## config.mk

```make
export PLATFORM = sky130hd
export DESIGN_NAME = wait_for_graph_deadlock_detector_flat
export DESIGN_NICKNAME = d
export VERILOG_FILES = /design/src/sv/wfgdd_pkg.sv /design/src/sv/wfgdd_req_if.sv /design/src/sv/wfgdd_rsp_if.sv /design/src/sv/wfgdd_front.sv /design/src/sv/wfgdd_back.sv /design/src/sv/wait_for_graph_deadlock_detector.sv /design/src/flat_wrapper.sv
export SDC_FILE = /design/constraint.sdc
export NUM_CORES = 1
export LEC_CHECK = 0
export BUFFER_PORTS_ARGS = -buffer_cell sky130_fd_sc_hd__buf_2
export CAP_MARGIN = 20
export CELL_PAD_IN_SITES_DETAIL_PLACEMENT = 2
export CELL_PAD_IN_SITES_GLOBAL_PLACEMENT = 2
export CORE_ASPECT_RATIO = 1.2
export CORE_MARGIN = 2
export CORE_UTILIZATION = 44
export CTS_BUF_LIST = sky130_fd_sc_hd__clkbuf_4 sky130_fd_sc_hd__clkbuf_8
export CTS_CLUSTER_DIAMETER = 50
export CTS_CLUSTER_SIZE = 24
export DETAILED_ROUTE_END_ITERATION = 8
export GPL_TIMING_DRIVEN = 0
export PLACE_DENSITY = 0.85
export RECOVER_POWER = 50
export SLEW_MARGIN = 30
export SYNTH_ARGS = -nofsm -noshare
export SYNTH_HDL_FRONTEND = slang
export SYNTH_HIERARCHICAL = 1
export SYNTH_SLANG_ARGS = --single-unit
```

## constraint.sdc

```tcl
create_clock -name clk -period 2.5 [get_ports clk]
set_input_delay 0.25 -clock clk [delete_from_list [all_inputs] [get_ports clk]]
set_output_delay 0.25 -clock clk [all_outputs]
set_load 0.02 [all_outputs]
```

## src/sv/wfgdd_pkg.sv

```systemverilog
// shared types and constants for the wait-for graph deadlock detector
// no dependencies; compiled first

package wfgdd_pkg;

    localparam int unsigned AGENTS_DEFAULT = 4;

    // widths of the transaction fields
    localparam int unsigned OP_W  = 2;
    localparam int unsigned IDX_W = 2;

    // operation codes on the request channel
    localparam logic [OP_W-1:0] OP_ADD   = 2'd0;
    localparam logic [OP_W-1:0] OP_CLEAR = 2'd1;
    localparam logic [OP_W-1:0] OP_QUERY = 2'd2;

    // command kinds after classification by the front end
    localparam int unsigned KIND_W = 2;
    localparam logic [KIND_W-1:0] KIND_NONE  = 2'd0;
    localparam logic [KIND_W-1:0] KIND_ADD   = 2'd1;
    localparam logic [KIND_W-1:0] KIND_CLEAR = 2'd2;

    // command queue between front and back end
    localparam int unsigned QUEUE_DEPTH = 2;

    // most transactions that can be inside the block at once:
    // queue entries, one in the back end, one in the output register
    localparam int unsigned MAX_PENDING = QUEUE_DEPTH + 2;

    typedef struct packed {
        logic [KIND_W-1:0] kind;
        logic [IDX_W-1:0]  waiter;
        logic [IDX_W-1:0]  holder;
    } cmd_t;

endpackage

```

## src/sv/wfgdd_req_if.sv

```systemverilog
// request channel: valid/ready handshake carrying one graph operation
// depends on wfgdd_pkg for the field widths

interface wfgdd_req_if;
    logic                           valid;
    logic                           ready;
    logic [wfgdd_pkg::OP_W-1:0]     operation;
    logic [wfgdd_pkg::IDX_W-1:0]    waiter;
    logic [wfgdd_pkg::IDX_W-1:0]    holder;

    modport source (output valid, output operation, output waiter, output holder,
                    input ready);
    modport sink   (input valid, input operation, input waiter, input holder,
                    output ready);
endinterface

```

## src/sv/wfgdd_rsp_if.sv

```systemverilog
// response channel: valid/ready handshake carrying the deadlock flag
// no dependencies

interface wfgdd_rsp_if;
    logic valid;
    logic ready;
    logic deadlock;

    modport source (output valid, output deadlock, input ready);
    modport sink   (input valid, input deadlock, output ready);
endinterface

```

## src/sv/wfgdd_front.sv

```systemverilog
// front end: accepts requests, range-checks and classifies them, queues commands
// depends on wfgdd_pkg and wfgdd_req_if

module wfgdd_front #(
    parameter int unsigned AGENTS = wfgdd_pkg::AGENTS_DEFAULT
) (
    input  logic              clk,
    input  logic              rst_n,
    wfgdd_req_if.sink         req,
    output wfgdd_pkg::cmd_t   cmd,
    output logic              cmd_valid,
    input  logic              cmd_pop
);

    localparam int unsigned PTR_W = (wfgdd_pkg::QUEUE_DEPTH > 1)
                                    ? $clog2(wfgdd_pkg::QUEUE_DEPTH) : 1;
    localparam int unsigned CNT_W = $clog2(wfgdd_pkg::QUEUE_DEPTH + 1);

    wfgdd_pkg::cmd_t  queue_reg [wfgdd_pkg::QUEUE_DEPTH];
    logic [PTR_W-1:0] wr_ptr_reg, wr_ptr_next;
    logic [PTR_W-1:0] rd_ptr_reg, rd_ptr_next;
    logic [CNT_W-1:0] count_reg, count_next;

    wfgdd_pkg::cmd_t  cls;
    logic             waiter_ok;
    logic             holder_ok;
    logic             push;

    assign waiter_ok = 32'(req.waiter) < 32'(AGENTS);
    assign holder_ok = 32'(req.holder) < 32'(AGENTS);

    // out-of-range agents and unknown codes become plain queries
    always_comb
    begin
        cls.waiter = req.waiter;
        cls.holder = req.holder;
        cls.kind   = wfgdd_pkg::KIND_NONE;
        case (req.operation)
            wfgdd_pkg::OP_ADD:
            begin
                if (waiter_ok && holder_ok)
                begin
                    cls.kind = wfgdd_pkg::KIND_ADD;
                end
            end
            wfgdd_pkg::OP_CLEAR:
            begin
                if (waiter_ok)
                begin
                    cls.kind = wfgdd_pkg::KIND_CLEAR;
                end
            end
            default:
            begin
                cls.kind = wfgdd_pkg::KIND_NONE;
            end
        endcase
    end

    assign req.ready = count_reg != CNT_W'(wfgdd_pkg::QUEUE_DEPTH);
    assign push      = req.valid && req.ready;
    assign cmd_valid = count_reg != '0;
    assign cmd       = queue_reg[rd_ptr_reg];

    always_comb
    begin
        wr_ptr_next = wr_ptr_reg;
        rd_ptr_next = rd_ptr_reg;
        count_next  = count_reg;
        if (push)
        begin
            wr_ptr_next = (wr_ptr_reg == PTR_W'(wfgdd_pkg::QUEUE_DEPTH - 1))
                          ? '0 : wr_ptr_reg + 1'b1;
        end
        if (cmd_pop)
        begin
            rd_ptr_next = (rd_ptr_reg == PTR_W'(wfgdd_pkg::QUEUE_DEPTH - 1))
                          ? '0 : rd_ptr_reg + 1'b1;
        end
        if (push && !cmd_pop)
        begin
            count_next = count_reg + 1'b1;
        end
        else if (cmd_pop && !push)
        begin
            count_next = count_reg - 1'b1;
        end
    end

    always_ff @(posedge clk or negedge rst_n)
    begin
        if (!rst_n)
        begin
            wr_ptr_reg <= '0;
            rd_ptr_reg <= '0;
            count_reg  <= '0;
        end
        else
        begin
            wr_ptr_reg <= wr_ptr_next;
            rd_ptr_reg <= rd_ptr_next;
            count_reg  <= count_next;
        end
    end

    always_ff @(posedge clk)
    begin
        if (push)
        begin
            queue_reg[wr_ptr_reg] <= cls;
        end
    end

endmodule

```

## src/sv/wfgdd_back.sv

```systemverilog
// back end: holds the wait-for matrix, runs the closure one pivot per cycle
// depends on wfgdd_pkg and wfgdd_rsp_if

module wfgdd_back #(
    parameter int unsigned AGENTS = wfgdd_pkg::AGENTS_DEFAULT
) (
    input  logic              clk,
    input  logic              rst_n,
    input  wfgdd_pkg::cmd_t   cmd,
    input  logic              cmd_valid,
    output logic              cmd_pop,
    wfgdd_rsp_if.source       rsp
);

    localparam int unsigned K_W = $clog2(AGENTS);

    localparam logic [1:0] ST_IDLE  = 2'd0;
    localparam logic [1:0] ST_CLOSE = 2'd1;
    localparam logic [1:0] ST_DONE  = 2'd2;

    logic [1:0]        state_reg, state_next;
    logic [K_W-1:0]    k_reg, k_next;
    logic [AGENTS-1:0] matrix_reg [AGENTS];
    logic [AGENTS-1:0] matrix_next [AGENTS];
    logic [AGENTS-1:0] reach_reg [AGENTS];
    logic [AGENTS-1:0] reach_next [AGENTS];
    logic              out_valid_reg, out_valid_next;
    logic              out_deadlock_reg, out_deadlock_next;

    logic [AGENTS-1:0] holder_hot;
    logic              cycle_found;

    always_comb
    begin
        for (int unsigned j = 0; j < AGENTS; j++)
        begin
            holder_hot[j] = 32'(cmd.holder) == j;
        end
    end

    // a set diagonal bit in the closure is a cycle
    always_comb
    begin
        cycle_found = 1'b0;
        for (int unsigned i = 0; i < AGENTS; i++)
        begin
            cycle_found = cycle_found | reach_reg[i][i];
        end
    end

    always_comb
    begin
        state_next        = state_reg;
        k_next            = k_reg;
        matrix_next       = matrix_reg;
        reach_next        = reach_reg;
        cmd_pop           = 1'b0;
        out_valid_next    = out_valid_reg && !rsp.ready;
        out_deadlock_next = out_deadlock_reg;
        case (state_reg)
            ST_IDLE:
            begin
                if (cmd_valid)
                begin
                    cmd_pop = 1'b1;
                    for (int unsigned i = 0; i < AGENTS; i++)
                    begin
                        if (32'(cmd.waiter) == i)
                        begin
                            case (cmd.kind)
                                wfgdd_pkg::KIND_ADD:
                                begin
                                    matrix_next[i] = matrix_reg[i] | holder_hot;
                                end
                                wfgdd_pkg::KIND_CLEAR:
                                begin
                                    matrix_next[i] = '0;
                                end
                                default:
                                begin
                                    matrix_next[i] = matrix_reg[i];
                                end
                            endcase
                        end
                    end
                    reach_next = matrix_next;
                    k_next     = '0;
                    state_next = ST_CLOSE;
                end
            end
            ST_CLOSE:
            begin
                // pivot k: every row that reaches k also reaches what k reaches
                for (int unsigned i = 0; i < AGENTS; i++)
                begin
                    if (reach_reg[i][k_reg])
                    begin
                        reach_next[i] = reach_reg[i] | reach_reg[k_reg];
                    end
                end
                if (k_reg == K_W'(AGENTS - 1))
                begin
                    state_next = ST_DONE;
                end
                else
                begin
                    k_next = k_reg + 1'b1;
                end
            end
            ST_DONE:
            begin
                if (!out_valid_reg || rsp.ready)
                begin
                    out_valid_next    = 1'b1;
                    out_deadlock_next = cycle_found;
                    state_next        = ST_IDLE;
                end
            end
            default:
            begin
                state_next = ST_IDLE;
            end
        endcase
    end

    always_ff @(posedge clk or negedge rst_n)
    begin
        if (!rst_n)
        begin
            state_reg     <= ST_IDLE;
            k_reg         <= '0;
            out_valid_reg <= 1'b0;
            for (int unsigned i = 0; i < AGENTS; i++)
            begin
                matrix_reg[i] <= '0;
            end
        end
        else
        begin
            state_reg     <= state_next;
            k_reg         <= k_next;
            out_valid_reg <= out_valid_next;
            matrix_reg    <= matrix_next;
        end
    end

    always_ff @(posedge clk)
    begin
        reach_reg        <= reach_next;
        out_deadlock_reg <= out_deadlock_next;
    end

    assign rsp.valid    = out_valid_reg;
    assign rsp.deadlock = out_deadlock_reg;

endmodule

```

## src/sv/wait_for_graph_deadlock_detector.sv

```systemverilog
// Wait-for graph deadlock detector. Each request adds an edge waiter -> holder,
// clears all edges out of waiter, or only queries; every request returns one
// response telling whether the graph then holds a directed cycle (a self edge
// counts). Requests for agents at or above AGENTS, and unknown operation codes,
// leave the graph alone and act as queries. A request is queued in a
// QUEUE_DEPTH-entry command queue and is then handled in the back end, one
// request at a time: the matrix is updated, the transitive closure runs one
// pivot per cycle over all agents, and the response register is loaded once
// it is free. Requests are accepted while the queue has room, so up to
// four transactions can be in flight. The matrix is all zero after reset.
// depends on wfgdd_pkg, wfgdd_req_if, wfgdd_rsp_if, wfgdd_front, wfgdd_back

module wait_for_graph_deadlock_detector #(
    parameter int unsigned AGENTS = wfgdd_pkg::AGENTS_DEFAULT
) (
    input  logic        clk,
    input  logic        rst_n,
    wfgdd_req_if.sink   req,
    wfgdd_rsp_if.source rsp
);

    wfgdd_pkg::cmd_t cmd;
    logic            cmd_valid;
    logic            cmd_pop;

    wfgdd_front #(
        .AGENTS (AGENTS)
    ) u_front (
        .clk       (clk),
        .rst_n     (rst_n),
        .req       (req),
        .cmd       (cmd),
        .cmd_valid (cmd_valid),
        .cmd_pop   (cmd_pop)
    );

    wfgdd_back #(
        .AGENTS (AGENTS)
    ) u_back (
        .clk       (clk),
        .rst_n     (rst_n),
        .cmd       (cmd),
        .cmd_valid (cmd_valid),
        .cmd_pop   (cmd_pop),
        .rsp       (rsp)
    );

endmodule

```

## src/flat_wrapper.sv

```systemverilog
// flat-port wrapper written by rule: the top's interface ports become plain ports
module wait_for_graph_deadlock_detector_flat 
#(
    parameter int unsigned AGENTS = wfgdd_pkg::AGENTS_DEFAULT
)
  (clk, rst_n, req_valid, req_operation, req_waiter, req_holder, req_ready, rsp_valid, rsp_deadlock, rsp_ready);
  wfgdd_req_if req_i ();
  wfgdd_rsp_if rsp_i ();
  input  logic clk;
  input  logic rst_n;
  input wire logic [$bits(req_i.valid)-1:0] req_valid;
  input wire logic [$bits(req_i.operation)-1:0] req_operation;
  input wire logic [$bits(req_i.waiter)-1:0] req_waiter;
  input wire logic [$bits(req_i.holder)-1:0] req_holder;
  output wire logic [$bits(req_i.ready)-1:0] req_ready;
  output wire logic [$bits(rsp_i.valid)-1:0] rsp_valid;
  output wire logic [$bits(rsp_i.deadlock)-1:0] rsp_deadlock;
  input wire logic [$bits(rsp_i.ready)-1:0] rsp_ready;
  assign req_i.valid = req_valid;
  assign req_i.operation = req_operation;
  assign req_i.waiter = req_waiter;
  assign req_i.holder = req_holder;
  assign req_ready = req_i.ready;
  assign rsp_valid = rsp_i.valid;
  assign rsp_deadlock = rsp_i.deadlock;
  assign rsp_i.ready = rsp_ready;
  wait_for_graph_deadlock_detector #(.AGENTS(AGENTS)) u_core (.clk(clk), .rst_n(rst_n), .req(req_i), .rsp(rsp_i));
endmodule
```

== Word level (Yosys, flattened, before mapping) ==
Memories as Yosys holds them, arrays and structs flattened.
Cells that the tools add are included.

* Bits in registers: 42
* Bits in latches: 0
* Bits in writable memories: 12
* Memory bits (read-only): 0
* Input bits: 10
* Output and inout bits: 3
* Logic and storage cells: 123
* Memories: 1

{| class="wikitable"
|+ Memories
! name !! depth !! bits a word !! read ports !! clocked after memory_dff !! wr ports !! RTL line !! source
|-
| u_core.u_front.queue_reg || 2 || 6 || 1 || 0 || 1 || wfgdd_front.sv:19 || <nowiki>wfgdd_pkg::cmd_t queue_reg [wfgdd_pkg::QUEUE_DEPTH];</nowiki>
|}

* $add $sub $neg: 5
* Multiply operators: 0
* Div/mod/pow operators: 0
* Magnitude comparators: 2
* Equality and inequality tests: 21
* Shifts and indexed selects: 0
* Multiplexer cells: 43
* Bitwise gates (word level): 12
* Reduce and logical (&&, ||, !) cells: 24

{| class="wikitable"
|+ Operators with widths
! cell !! count
|-
| $mux 4 || 10
|-
| $or 4x4->4 || 8
|-
| $pmux 16 s2 || 1
|-
| $pmux 4 s2 || 4
|-
| $reduce_and 3->1 || 6
|-
| $mux 16 || 1
|-
| $ne 2x2->1 const B || 8
|-
| $eq 2x2->1 const B || 7
|-
| $mux 2 || 7
|-
| $mux 1 || 12
|-
| $eq 2x1->1 const B || 5
|-
| $bmux 1 s2 || 4
|-
| $bmux 4 s2 || 1
|-
| $logic_not 2->1 || 4
|-
| $pmux 2 s2 || 2
|-
| $pmux 2 s3 || 1
|-
| $reduce_bool 2->1 || 3
|-
| $add 2x1->2 const B || 2
|-
| $logic_and 1x1->1 || 4
|-
| $logic_not 1->1 || 4
|-
| $reduce_and 2->1 || 2
|-
| $ge 3x3->1 const B || 1
|-
| $lt 2x3->1 const B || 1
|-
| $not 2->3 || 1
|-
| other kinds (5) || 8
|}

== Depth between registers and ports, before layout ==
* Depth in word-level cells: 7
* Depth in mapped cells: 10
* Depth with buffers taken out: 8

== By module ==
Netlist, hierarchy kept.

{| class="wikitable"
|+ Modules (own cells, without submodules)
! module !! instances !! cells an instance !! area each (um2) !! sequential area each (um2)
|-
| wfgdd_back || 1 || 198 || 2172.1 || 1036.0
|-
| wfgdd_front || 1 || 39 || 654.4 || 460.4
|}

== Worst setup path after synthesis ==
No wires, ideal clock.

* Path type: reg-to-reg
* Start point: register u_core.u_front.rd_ptr_reg
* End point: register u_core/u_back/reach_reg[15] (netlist name) (data pin)
* Library setup time: 0.272 ns
* Data arrival time: 1.936 ns
* Data required time: 2.228 ns
* Path slack: 0.292 ns
* Cell stages (with the launch flop): 8
* Buffers on the path: 2
* Clock period less this slack: 2.208 ns
* Path through: dfrtp_1 > buf_2 > mux2_1 > ha_1 > or2_1 > buf_2 > o31ai_2 > o22ai_1

{| class="wikitable"
|+ RTL lines
! item !! RTL line !! source
|-
| start: declaration || wfgdd_front.sv:21 || <nowiki>logic [PTR_W-1:0] rd_ptr_reg, rd_ptr_next;</nowiki>
|-
| start signal: assignment || wfgdd_front.sv:101 || <nowiki>rd_ptr_reg <= rd_ptr_next;</nowiki>
|-
| end signal: assignment || wfgdd_back.sv:149 || <nowiki>reach_reg <= reach_next;</nowiki>
|-
| end: declaration || wfgdd_back.sv:25 || <nowiki>logic [AGENTS-1:0] reach_reg [AGENTS];</nowiki>
|}

==> impl_metrics.csv <==
group,metric,value,unit
run_status,run_status,"finished clean",
worst_setup_path,cp.buffers_inverters,3,
sta,final_max_slew_viol_count,0,
floorplan,die_width,77.17,µm
floorplan,core_region_area,6326,µm²
sta,post-route-period-util,94.42,%
cells_and_area,syn_to_final_growth,9.783,%
logic_synthesis,synth_nets,250,
logic_synthesis,synth-seq-cells,54,
logic_synthesis,synth_area_per_cell,11.93,µm²
logic_synthesis,ys.flop_type,"edfxtp_1",
worst_setup_path,critical_path_class,"reg2reg",
sta,finalHoldViolCount,0,
grt,overflow,0,
floorplan,io_pins,13,
floorplan,row_count,32,
logic_synthesis,ys_seq_area_share,52.94,%
clocking,cts_buffer_depth,2,
sta,grt_setup_unrepaired,"false",
clocking,clk_pin_slew,0.09,ns
logic_synthesis,synth_edf_count,29,
clocking,cts_root_buffer,"clkbuf_8",
floorplan,die_area,7084,µm²
clocking,clock_sinks,54,
worst_setup_path,crit_arrival,2.40,ns
cells_and_area,n_antenna_cell,0,
routing,via_per_inst,5.907,
logic_synthesis,syn_area,2826,µm²
power_and_ir_drop,p_per_area,1558,nW/µm²
job,cap_violations,0,
logic_synthesis,synth_area_leaders,"edfxtp_1 (31%), dfrtp_1 (22%), a221oi_1 (4.0%)",
grt,grt_pass1_vias,2162,
routing,ant_nets,0,
sta,maxSlewHeadroom,3.529,%
worst_setup_path,crit_family,"buffers and inverters",
logic_synthesis,synthArstFlopShare,46.30,%
sta,clock.fmax,0.4236,GHz
worst_setup_path,start_kind,"flop",
floorplan,die-height,91.80,µm
routing,num_vias,2026,
hold_path,hold_class,"in2reg",
worst_setup_path,critPathSlowestCell,"dfrtp_1",
grt,track_usage,21.13,%
power_and_ir_drop,peakVddDrop,627.8,µV
placement,dp_cells,334,
clocking,htreeDepth,2,
placement,hpwl,5307,µm
worst_setup_path,worstPathCellList,"buf_2 -> mux2_1 -> inv_1 -> ha_2 -> or2_1 -> buf_2 -> o31ai_4 -> o22ai_1",
sta,tns,0,ns
floorplan,start_util,44.68,%
grt,grt_start_max_net_pins,26,
power_and_ir_drop,leakagePower,1.202,nW
worst_setup_path,critPathRequiredTime,2.54,ns
sta,worst_pin_slew,1.447,ns
sta,fin_crit,2.360,ns
grt,grt_pass1_wl,11590,µm
clocking,cts_buffers,5,
logic_synthesis,synthTopCellsByCount,"edfxtp_1 (29), dfrtp_1 (25), nor2_1 (21)",
routing,routed_wl,7240,µm
placement,globalplace.congestion,0.8395,
cells_and_area,n_fill_cell,668,
routing,drt_first_pass_iters,4,
logic_synthesis,syn_inst,237,
sta,worst_clock_skew,0.009133,ns
clocking,clk_latency,0.30,ns
logic_synthesis,yosys_warnings,6,
routing,drc,0,
routing,drtIter0Drc,77,
worst_setup_path,crit_fanout,8,
logic_synthesis,synthMostInstantiatedCell,"edfxtp_1",
cells_and_area,fin_nets,270,
sta,setup_violations,0,
logic_synthesis,synth_top_area_share,30.81,%
clocking,tritoncts,"built",
cells_and_area,drive_gt1_share,23.64,%
grt,antenna_found_initial,0,
worst_setup_path,max_stage_delay,0.35,ns
cells_and_area,stdcell_count,343,
worst_setup_path,cp-end-kind,"flop",
routing,wl_per_cell,21.11,µm
worst_setup_path,crit_path_frequent_cell,"buf_2",
placement,io_buffers,12,
logic_synthesis,yosys.area.top_type,"edfxtp_1",
logic_synthesis,yosysUniqueCellTypes,42,
## per-stage QoR
| step | utilization [%] | setup WS [ns] | instance area, µm² | hold WS [ns] | power [mW] |
|---|---|---|---|---|---|
| after floorplan | - | 0.2920 | 2826 | -0.04559 | 3.565 |
| after global placement | 47.31 | 0.1205 | 2993 | 0.2799 | 4.127 |
| after detailed placement | 47.31 | 0.03958 | 2993 | 0.2921 | 4.277 |
| after CTS | 48.83 | 0.01982 | 3089 | 0.1209 | 4.781 |
| after global routing | 49.05 | 0.002387 | 3103 | 0.1163 | 5.164 |
| final | 49.05 | 0.1396 | 3103 | 0.1305 | 4.833 |
## worst register-to-register path, cell delays in order, from the launching register on
cell	delay (ns)
dfrtp_1	0.35
buf_2	0.20
mux2_1	0.34
inv_1	0.07
ha_2	0.30
or2_1	0.21
buf_2	0.22
o31ai_4	0.26
o22ai_1	0.14
## layout by cell type, fill, tap and decap left out, types with 6 or more instances in the layout
cell type and instances:
mux2_2 9, a31oi_1 16, mux2_1 6, nor2_1 21
edfxtp_1 29, dfrtp_1 25, o22ai_1 16, nand2_1 12
a21oi_1 19, nor2b_1 7, a221oi_1 13, buf_2 19
nand2b_1 6
## per-layer routing
| metal | part of all wire (%) | up-vias | global-route usage [%] |
|---|---|---|---|
| li1 | - | 944 | - |
| met1 | 41 | 1040 | 25.65 |
| met2 | 55 | 34 | 38.48 |
| met3 | 2.1 | 8 | 2.559 |
| met4 | 1.4 | 0 | 7.292 |
| met5 | 0 | - | 0 |
## power by group
group,leakage (nW),internal (mW),total (mW),switching [mW]
Combinational,0.555,1.00,2.58,1.58
Sequential,0.599,1.47,1.77,0.301
Clock,0.0484,0.206,0.476,0.270
## repair_timing
action,4_1_cts,5_1_grt
setup endpoints to repair,0,16
setup buffers,0,0
endpoints found under the hold margin,25,0
hold buffers,1,0
gates resized for setup,0,6
## final timing paths
| kind | slack (ns) | cells past startpoint | start | end |
|---|---|---|---|---|
| setup / recovery | 0.14 | 8 | u_core/u_front/rd_ptr_reg | u_core/u_back/reach_reg[12] |
| hold / removal | 0.13 | 1 | req_holder[0] | u_core/u_front/queue_reg[1][0] |
| setup reg to reg | 0.14 | 8 | u_core/u_front/rd_ptr_reg | u_core/u_back/reach_reg[12] |
| hold reg to reg | 0.51 | 1 | u_core/u_front/count_reg[1] | u_core/u_front/count_reg[1] |
| max in group asynchronous | 0.83 | 2 | rst_n | u_core/u_back/matrix_reg[14] |
| min in group asynchronous | 0.82 | 2 | rst_n | u_core/u_back/matrix_reg[8] |
## kinds of logic after synthesis
group,Yosys count,synth area share (%)
compound gates,73,16.87
simple gates,62,12.93
flops,54,52.94
buf+inv,20,4.427
mux,20,9.694
xor+xnor,5,1.815
fa+ha+maj,3,1.328
## final cells by class
cell class	count	area [µm²]	area share, %
Sequential cell	54	1496	48.23
Clock inverter	2	10.01	0.3226
Multi-Input combinational cell	163	1224	39.44
Buffer	14	90.09	2.903
Clock buffer	6	76.32	2.460
Timing Repair Buffer	13	65.06	2.097
Tap cell	85	106.4	3.427
Inverter	6	35.03	1.129
(Power assumes the default switching activity.)
